[src/sv/bpa_pkg.sv]
// ----------------------------------------------------------------------------
// bpa_pkg
// Shared types, codes and defaults for the buddy page allocator.
// ----------------------------------------------------------------------------
package bpa_pkg;

  localparam int unsigned NumPagesDef   = 4096;
  localparam int unsigned OrderCountDef = 11;

  // Wide enough for any page index, plus one block size, at up to 65536 pages
  localparam int unsigned AW        = 17;
  localparam int unsigned OW        = 4;   // order field width
  localparam int unsigned PAGE_W    = 12;  // page index field width
  localparam int unsigned CFG_W     = 13;  // total_pages width
  localparam int unsigned CMD_W     = 2;
  localparam int unsigned IN_DATA_W  = 24;
  localparam int unsigned OUT_DATA_W = 16;

  typedef enum logic [CMD_W-1:0] {
    CMD_ALLOC = 2'd0,
    CMD_FREE  = 2'd1,
    CMD_INIT  = 2'd2,
    CMD_NONE  = 2'd3
  } cmd_e;

  typedef enum logic [3:0] {
    OP_IDLE,
    OP_LOAD,
    OP_CLR_START,
    OP_CLR,
    OP_FIND,
    OP_AUNLINK,
    OP_SPLIT,
    OP_PUSH_A,
    OP_PUSH_B,
    OP_RD_META,
    OP_FCHK,
    OP_BUDDY,
    OP_MERGE,
    OP_INIT_STEP,
    OP_DONE
  } dp_op_e;

  typedef struct packed {
    logic found;
    logic split_more;
    logic free_ok;
    logic merge;
    logic init_done;
    logic init_fit;
    logic clr_last;
    logic out_free;
  } dp_status_t;

  typedef struct packed {
    logic          free;
    logic [OW-1:0] ord;
  } meta_t;

endpackage

[src/sv/bpa_ctrl.sv]
// ----------------------------------------------------------------------------
// bpa_ctrl
// Sequencer for allocate, free and initialise requests.
// ----------------------------------------------------------------------------
module bpa_ctrl import bpa_pkg::*; (
  input  logic       clk_i,
  input  logic       rst_ni,
  input  logic       req_valid_i,
  output logic       req_ready_o,
  input  cmd_e       req_cmd_i,
  input  dp_status_t status_i,
  output dp_op_e     op_o
);

  localparam logic [3:0] S_CLEAR    = 4'd0;
  localparam logic [3:0] S_IDLE     = 4'd1;
  localparam logic [3:0] S_CLRSTART = 4'd2;
  localparam logic [3:0] S_FIND     = 4'd3;
  localparam logic [3:0] S_AUNLINK  = 4'd4;
  localparam logic [3:0] S_SPLIT    = 4'd5;
  localparam logic [3:0] S_PUSHA    = 4'd6;
  localparam logic [3:0] S_PUSHB    = 4'd7;
  localparam logic [3:0] S_RDMETA   = 4'd8;
  localparam logic [3:0] S_FCHK     = 4'd9;
  localparam logic [3:0] S_BUDDY    = 4'd10;
  localparam logic [3:0] S_MERGE    = 4'd11;
  localparam logic [3:0] S_INIT     = 4'd12;
  localparam logic [3:0] S_DONE     = 4'd13;

  logic [3:0] state_q, state_d;
  cmd_e       mode_q, mode_d;

  always_ff @(posedge clk_i or negedge rst_ni) begin
    if (!rst_ni) begin
      state_q <= S_CLEAR;
      mode_q  <= CMD_NONE;
    end else begin
      state_q <= state_d;
      mode_q  <= mode_d;
    end
  end

  always_comb begin
    state_d     = state_q;
    mode_d      = mode_q;
    op_o        = OP_IDLE;
    req_ready_o = 1'b0;
    unique case (state_q)
      S_CLEAR: begin
        op_o = OP_CLR;
        if (status_i.clr_last) begin
          state_d = (mode_q == CMD_INIT) ? S_INIT : S_IDLE;
        end
      end
      S_IDLE: begin
        req_ready_o = 1'b1;
        if (req_valid_i) begin
          op_o   = OP_LOAD;
          mode_d = req_cmd_i;
          unique case (req_cmd_i)
            CMD_ALLOC: state_d = S_FIND;
            CMD_FREE:  state_d = S_RDMETA;
            CMD_INIT:  state_d = S_CLRSTART;
            default:   state_d = S_DONE;
          endcase
        end
      end
      S_CLRSTART: begin
        op_o    = OP_CLR_START;
        state_d = S_CLEAR;
      end
      S_FIND: begin
        op_o    = OP_FIND;
        state_d = status_i.found ? S_AUNLINK : S_DONE;
      end
      S_AUNLINK: begin
        op_o    = OP_AUNLINK;
        state_d = status_i.split_more ? S_SPLIT : S_DONE;
      end
      S_SPLIT: begin
        op_o    = OP_SPLIT;
        state_d = S_PUSHA;
      end
      S_PUSHA: begin
        op_o    = OP_PUSH_A;
        state_d = S_PUSHB;
      end
      S_PUSHB: begin
        op_o = OP_PUSH_B;
        priority if (mode_q == CMD_ALLOC) begin
          state_d = status_i.split_more ? S_SPLIT : S_DONE;
        end else if (mode_q == CMD_INIT) begin
          state_d = S_INIT;
        end else begin
          state_d = S_DONE;
        end
      end
      S_RDMETA: begin
        op_o    = OP_RD_META;
        state_d = S_FCHK;
      end
      S_FCHK: begin
        op_o    = OP_FCHK;
        state_d = status_i.free_ok ? S_BUDDY : S_DONE;
      end
      S_BUDDY: begin
        op_o    = OP_BUDDY;
        state_d = S_MERGE;
      end
      S_MERGE: begin
        op_o    = OP_MERGE;
        state_d = status_i.merge ? S_BUDDY : S_PUSHA;
      end
      S_INIT: begin
        op_o = OP_INIT_STEP;
        priority if (status_i.init_done) begin
          state_d = S_DONE;
        end else if (status_i.init_fit) begin
          state_d = S_BUDDY;
        end else begin
          state_d = S_INIT;
        end
      end
      S_DONE: begin
        if (status_i.out_free) begin
          op_o    = OP_DONE;
          state_d = S_IDLE;
        end
      end
      default: state_d = S_IDLE;
    endcase
  end

endmodule

[config.mk]
export PLATFORM = sky130hd
export DESIGN_NAME = bpa_ctrl
export DESIGN_NICKNAME = d
export VERILOG_FILES = /design/src/sv/bpa_pkg.sv /design/src/sv/bpa_ctrl.sv
export SDC_FILE = /design/constraint.sdc
export NUM_CORES = 1
export LEC_CHECK = 0
export ABC_CLOCK_PERIOD_IN_PS = 1700
export BUFFER_PORTS_ARGS = -buffer_cell sky130_fd_sc_hd__buf_2
export CORE_UTILIZATION = 51
export CTS_CLUSTER_SIZE = 30
export DETAILED_ROUTE_END_ITERATION = 7
export PLACE_DENSITY = 0.82
export SYNTH_ARGS = -nofsm -noshare
export SYNTH_HDL_FRONTEND = slang
export SYNTH_SLANG_ARGS = --single-unit
[constraint.sdc]
create_clock -name clk_i -period 1.7 [get_ports clk_i]
set_input_delay 0.085 -clock clk_i [delete_from_list [all_inputs] [get_ports clk_i]]
set_output_delay 0.085 -clock clk_i [all_outputs]
set_load 0.01 [all_outputs]
==> reports/summary.md, run 1 <==
## Run status
* **status** finished clean

## Detailed routing
* **DRC marker count from the first detailed-route iteration** 33
* **Remaining DRCs** 0
* **via/cell ratio** 6.15
* **DRT antenna net count** 0
* **count of vias placed by the detailed router** 793
* **average wire length per cell after detail routing** 13.9 um
* **First-pass DRT Iterations** 4
* **sum of routed wire length over all layers** 1.79 mm

## Synth
* **total of flip-flops plus latches after synthesis** 6
* **mean instance size in the synthesized netlist** 7.94 um^2
* **Post-synth EDFFs** 0
* **number of cells produced by synthesis** 92
* **number of library cell types mapped by synthesis** 39
* **dominant register cell in the synthesized netlist** sky130_fd_sc_hd__dfrtp_1
* **Synth async-reset ratio** 100%
* **portion of the post-synthesis area used by sequential elements** 20.9%
* **post-synth net total** 109
* **total standard cell area after synthesis** 731 um^2
* **yosys warns** 0

## Clock network
* **count of H-tree levels built during CTS** 1
* **clock slew at reported path FFs** 0.05 ns
* **CTS Sinks** 6
* **number of buffers on the longest clock path** 2
* **root buffer cell** sky130_fd_sc_hd__clkbuf_4
* **CTS buffer count** 3
* **clock insertion delay at the later pin of the skew report** 0.24 ns
* **clock tree from TritonCTS** built

## Power
* **switching fraction of total power** 49.9%
* **net switching power** 845 uW
* **Internal Pwr Total** 848 uW
* **Clk pwr share** 8.2%
* **power per unit of standard cell area** 1930 nW/um^2
* **part of the total power dissipated in combinational logic** 68.4%
* **maximum vdd ir drop** 0.00124 V
* **leakage power** 0.000371 uW
* **share of power burned in registers** 23.5%
* **total power** 1690 uW

## Worst hold path
* **number of cells traversed by the worst hold path** 2
* **HP Class** in -> reg

## Flow run
* **number of maximum-capacitance constraint violations** 0

## Setup path
* **worst endpoint data arrival time** 1.46 ns
* **buffering stage count on the worst path with inverters included** 2
* **cell with the largest stage delay on the worst path** sky130_fd_sc_hd__dfrtp_1
* **slowest cell delay on critical path** 0.53 ns
* **number of cells on the worst reg-to-reg path** 5
* **Critical Path RT** 1.62 ns
* **classification of the worst setup path** reg -> out
* **path length in cells of the critical path** 5
* **largest fanout on the critical path** 8
* **cell family with the largest share of critical-path delay** flip-flops
* **kind of end point of the critical path** primary output
* **CP Cell Sequence** inv_1 > nor2_2 > a31oi_1 > o21ai_0 > buf_2
* **critical path startpoint category** flip-flop

## Floorplan
* **overall die width** 39.9 um
* **count of standard-cell rows** 13
* **die boundary height** 39.9 um
* **top-level port count** 18
* **core box area** 1320 um^2
* **Die Outline Area** 1590 um^2
* **Starting Density** 55.5%

## Layout
* **Total Nets Final** 132
* **area growth from synthesis to layout** 19.9%
* **post-route cell area** 876 um^2
* **commonest cells after routing, fill and taps aside** sky130_fd_sc_hd__buf_2, sky130_fd_sc_hd__o21ai_0, sky130_fd_sc_hd__nand2_1
* **commonest non-fill, non-tap cell in the layout** sky130_fd_sc_hd__buf_2
* **count of antenna diodes in the layout** 0
* **ratio of cells with drive above 1 in the final layout** 36.8%
* **fill count** 130

## Place
* **hpwl dp** 1.44 mm
* **placed cell areas** 821 um^2
* **final RePlAce weighted congestion** 1.00
* **number of buffers added on ports** 17

## Global routing
* **maximum number of pins on one net before global-route repair** 17
* **number of global-route vias before repair** 622
* **grt total ovfl** 0
* **combined global-route utilization of all metal layers** 26.3%
* **wire length of the first global-routing pass** 2.70 mm
* **number of antenna violations at the first check in global routing** 0

## STA
* **slew at the pin closest to its max-slew limit** 0.348 ns
* **Max Slew Vio Count** 0
* **number of failing hold endpoints at the final stage** 0
* **post-route minimum period** 1.54 ns
* **upper clock frequency limit** 0.648 GHz
* **headroom to the max-slew limit** 76.4%
* **RSZ-0062 raised after global routing** no
* **summed negative setup slack over all endpoints** 0 ns
* **worst hold margin** 0.120 ns
* **clk_skew** 0.00948 ns
* **Final Cycle Share** 90.8%
* **Finish-stage setup viols** 0

==> power by group through the flow <==
stage               sequential [uW]  combinational [uW]  clock [uW]
floorplan                       316                 913           0
global placement                394                1070           0
detailed placement              403                1090           0
CTS                             401                1100         143
global route                    413                1270         153
finish                          398                1160         138
==> kinds of logic after synthesis <==
family                   after synthesis  synth area share, %
adder cells (fa/ha/maj)                4                 6.85
buffers and inverters                 12                 9.42
AND/OR/NAND/NOR                       34                 26.7
AO/OA/AOI/OAI                         32                 30.3
flip-flops                             6                 20.9
multiplexers                           4                 5.82
==> Yosys cell counts (2+ instances only) <==
| cell type | count | share of area [%] |
|---|---|---|
| sky130_fd_sc_hd__a31oi_1 | 2 | 1.7 |
| sky130_fd_sc_hd__nor2_1 | 6 | 3.1 |
| sky130_fd_sc_hd__o21ai_0 | 15 | 10 |
| sky130_fd_sc_hd__buf_6 | 2 | 3.1 |
| sky130_fd_sc_hd__buf_2 | 2 | 1.4 |
| sky130_fd_sc_hd__ha_1 | 4 | 6.8 |
| sky130_fd_sc_hd__nand2_1 | 10 | 5.1 |
| sky130_fd_sc_hd__mux2i_1 | 2 | 2.7 |
| sky130_fd_sc_hd__nand3_1 | 2 | 1.4 |
| sky130_fd_sc_hd__dfrtp_1 | 4 | 14 |
| sky130_fd_sc_hd__mux2_1 | 2 | 3.1 |
| sky130_fd_sc_hd__nor3_1 | 4 | 2.7 |
| sky130_fd_sc_hd__dfstp_2 | 2 | 7.2 |
| sky130_fd_sc_hd__nor2b_1 | 2 | 1.7 |
| sky130_fd_sc_hd__inv_1 | 5 | 2.6 |
| sky130_fd_sc_hd__nor2_2 | 2 | 1.7 |
| sky130_fd_sc_hd__a21oi_1 | 4 | 2.7 |
==> cell type report <==
type | instances | area [um^2] | area share, %
inverters | 6 | 25.0 | 2.86
well taps | 15 | 18.8 | 2.14
multi-input cells | 74 | 509 | 58.1
repair buffers | 24 | 140 | 16.0
flip-flops and latches | 6 | 156 | 17.9
clock buffers | 4 | 26.3 | 3.00
==> sequential cells by signal (all words and copies together) (netlist names) <==
name and flops:
mode_q 2, state_q 4
==> per-stage QoR <==
stage / utilization, % / worst slack (ns) / std cells
3_3_place_gp: 62.3 / 0.245 / 122
2_1_floorplan: - / 0.391 / 92
6_report: 66.5 / 0.157 / 129
4_1_cts: 65.1 / 0.0210 / 127
5_1_grt: 66.5 / 0.0467 / 129
3_5_place_dp: 62.3 / 0.215 / 122
==> routing by layer <==
layer / GRT usage, % / routed length (um)
met4: 7.76 / 13
met2: 42.6 / 885
met1: 34.7 / 776
met3: 5.11 / 114
met5: 0 / 0
==> repair_timing <==
action,in CTS,in global routing
setup endpoints to repair,0,4
resized for setup,0,3
hold endpoints to repair,6,0
hold buffers,1,0
setup buffers,0,2
==> path summary, 6_finish.rpt <==
check / end / slack [ns] / startpoint
setup / recovery: op_o[0] / 0.16 / state_q[2]$_DFFE_PN0P_
hold / removal: mode_q[1]$_DFFE_PN1P_ / 0.12 / req_cmd_i[1]
setup reg to reg: state_q[2]$_DFFE_PN0P_ / 0.17 / state_q[0]$_DFFE_PN0P_
hold reg to reg: mode_q[0]$_DFFE_PN1P_ / 0.66 / mode_q[0]$_DFFE_PN1P_
max in group asynchronous: mode_q[0]$_DFFE_PN1P_ / 1.29 / rst_ni
min in group asynchronous: state_q[2]$_DFFE_PN0P_ / 0.19 / rst_ni
No activity file was read; power rests on OpenSTA's default activity.
==> run 2, diff against run 1 <==
CORE_ASPECT_RATIO = 1.2   (was not set)
CORE_UTILIZATION = 40   (was 51)
PLACE_DENSITY = 0.68   (was 0.82)
REMOVE_ABC_BUFFERS = 1   (was not set)
SETUP_SLACK_MARGIN = 0.2   (was not set)
==> run 2 against run 1 <==
Net effect:
- critical path depth is 1 lower
- highest routed layer unchanged
- maximum frequency is 4.4% higher
- core utilization is 8.2 points lower
- clock-buffer cell count stayed put
- sequential power is 13% lower
- cell count is 9.3% higher
- critical path type is now reg -> reg
- hold slack worse by 0.011 ns
- clock skew is 0.0028 ns higher
- power is 14% higher
==> reports/summary.md, run 2 (same netlist as run 1, synthesis figures left out) <==
## Global routing
* **number of antenna violations at the first check in global routing** 0
* **wire length of the first global-routing pass** 3.02 mm
* **number of global-route vias before repair** 718
* **grt total ovfl** 0
* **combined global-route utilization of all metal layers** 21.5%
* **maximum number of pins on one net before global-route repair** 10

## Floorplan
* **core box area** 1660 um^2
* **overall die width** 41.0 um
* **Starting Density** 44.0%
* **top-level port count** 18
* **Die Outline Area** 2000 um^2
* **die boundary height** 48.8 um
* **count of standard-cell rows** 16

## Layout
* **largest registers in the final layout** state_q (4), mode_q (2)
* **number of flip-flops under the largest register name** 4
* **ratio of cells with drive above 1 in the final layout** 44.7%
* **utilization of the core after routing** 58.3%
* **post-route cell area** 968 um^2
* **area growth from synthesis to layout** 32.5%
* **commonest cells after routing, fill and taps aside** sky130_fd_sc_hd__buf_2, sky130_fd_sc_hd__buf_4, sky130_fd_sc_hd__o21ai_0, sky130_fd_sc_hd__nand2_1
* **Total Nets Final** 141
* **register ranked first by flip-flop count** state_q
* **count of antenna diodes in the layout** 0
* **commonest non-fill, non-tap cell in the layout** sky130_fd_sc_hd__buf_2

## Detailed routing
* **sum of routed wire length over all layers** 1.95 mm
* **DRT antenna net count** 0
* **First-pass DRT Iterations** 4
* **via/cell ratio** 5.84
* **DRC marker count from the first detailed-route iteration** 27
* **count of vias placed by the detailed router** 824
* **Remaining DRCs** 0
* **average wire length per cell after detail routing** 13.9 um

## Place
* **number of buffers added on ports** 17
* **hpwl dp** 1.44 mm
* **worst slack at placement** 0.0505 ns
* **placed cell areas** 832 um^2
* **final RePlAce weighted congestion** 0.762

## Clock network
* **CTS Sinks** 6
* **clock slew at reported path FFs** 0.05 ns
* **CTS buffer count** 3
* **clock insertion delay at the later pin of the skew report** 0.25 ns
* **number of buffers on the longest clock path** 2
* **root buffer cell** sky130_fd_sc_hd__clkbuf_4
* **clock tree from TritonCTS** built
* **count of H-tree levels built during CTS** 1

## STA
* **summed negative setup slack over all endpoints** 0 ns
* **Final Cycle Share** 87.0%
* **slew at the pin closest to its max-slew limit** 0.343 ns
* **Finish-stage setup viols** 0
* **worst path setup slack after routing** 0.221 ns
* **worst hold margin** 0.109 ns
* **RSZ-0062 raised after global routing** yes
* **post-route minimum period** 1.48 ns
* **clk_skew** 0.0123 ns
* **upper clock frequency limit** 0.676 GHz
* **number of failing hold endpoints at the final stage** 0
* **Max Slew Vio Count** 0
* **headroom to the max-slew limit** 76.9%

## Setup path
* **largest fanout on the critical path** 8
* **Critical Path RT** 1.83 ns
* **critical path startpoint category** flip-flop
* **kind of end point of the critical path** flip-flop
* **startpoint of the worst register-to-register path** state_q[1]$_DFFE_PN0P_
* **worst setup path start** state_q[1]$_DFFE_PN0P_
* **classification of the worst setup path** reg -> reg
* **worst endpoint data arrival time** 1.61 ns

## Power
* **Internal Pwr Total** 1010 uW
* **Clk pwr share** 7.4%
* **leakage power** 0.000423 uW
* **power per unit of standard cell area** 1990 nW/um^2
* **part of the total power dissipated in combinational logic** 74.6%
* **maximum vdd ir drop** 0.00113 V
* **net switching power** 914 uW
* **share of power burned in registers** 18.0%
* **switching fraction of total power** 47.5%

## Flow run
* **number of maximum-capacitance constraint violations** 0

## Worst hold path
* **HP Class** in -> reg
* **startpoint of the lowest-slack hold path** req_cmd_i[1]

## Run status
* **status** finished clean

run 2: path summary, 6_finish.rpt:
kind	endpoint	slack [ns]	cells past startpoint
worst max-delay path	state_q[2]$_DFFE_PN0P_	0.22	4
worst min-delay path	mode_q[1]$_DFFE_PN1P_	0.11	2
worst max register to register	state_q[2]$_DFFE_PN0P_	0.22	4
worst min register to register	mode_q[1]$_DFFE_PN1P_	0.66	1
max in group asynchronous	mode_q[0]$_DFFE_PN1P_	1.28	2
min in group asynchronous	state_q[3]$_DFFE_PN0P_	0.18	2
run 2: per-layer routing:
layer | up-vias | GRT usage (%) | share of wire [%]
met5 | - | 0 | 0
met4 | 0 | 6.11 | 1.4
met3 | 5 | 5.94 | 7.9
met2 | 42 | 35.9 | 51
met1 | 372 | 25.3 | 40
li1 | 405 | - | -
run 2: layout make-up:
class,instances,area (um^2)
inverter,6,25.0
multi-input combinational,74,522
tap,18,22.5
timing repair buffer,33,215
fill,156,693
clock buffer,4,26.3
sequential,6,158
run 2: what timing repair did:
action                     4_1_cts  5_1_grt
pin swaps                        0        3
setup endpoints to repair        9        5
hold endpoints to repair         6        0
hold buffers                     1        0
setup buffers                    8        2
gates resized for setup          7        8
gates cloned                     0        0
run 2: critical path, stage by stage, from the launching register on:
cell and delay (ns):
sky130_fd_sc_hd__dfrtp_2 0.46, sky130_fd_sc_hd__or2_4 0.27, sky130_fd_sc_hd__a32oi_2 0.28, sky130_fd_sc_hd__nor2_2 0.09
sky130_fd_sc_hd__a311oi_2 0.26
run 2: power groups by stage:
| stage | Combinational (uW) | Sequential (uW) | Clock (uW) |
|---|---|---|---|
| final | 1440 | 347 | 142 |
| after global routing | 1570 | 357 | 156 |
| after CTS | 1340 | 349 | 147 |
| after detailed placement | 1110 | 414 | 0 |
| after global placement | 1080 | 410 | 0 |
| after floorplan | 697 | 436 | 0 |
run 2: metrics by stage:
stage          total power [uW]  std cells
3_5_place_dp               1520        126
2_1_floorplan              1130         86
6_report                   1930        141
3_3_place_gp               1490        126
4_1_cts                    1840        139
5_1_grt                    2080        141
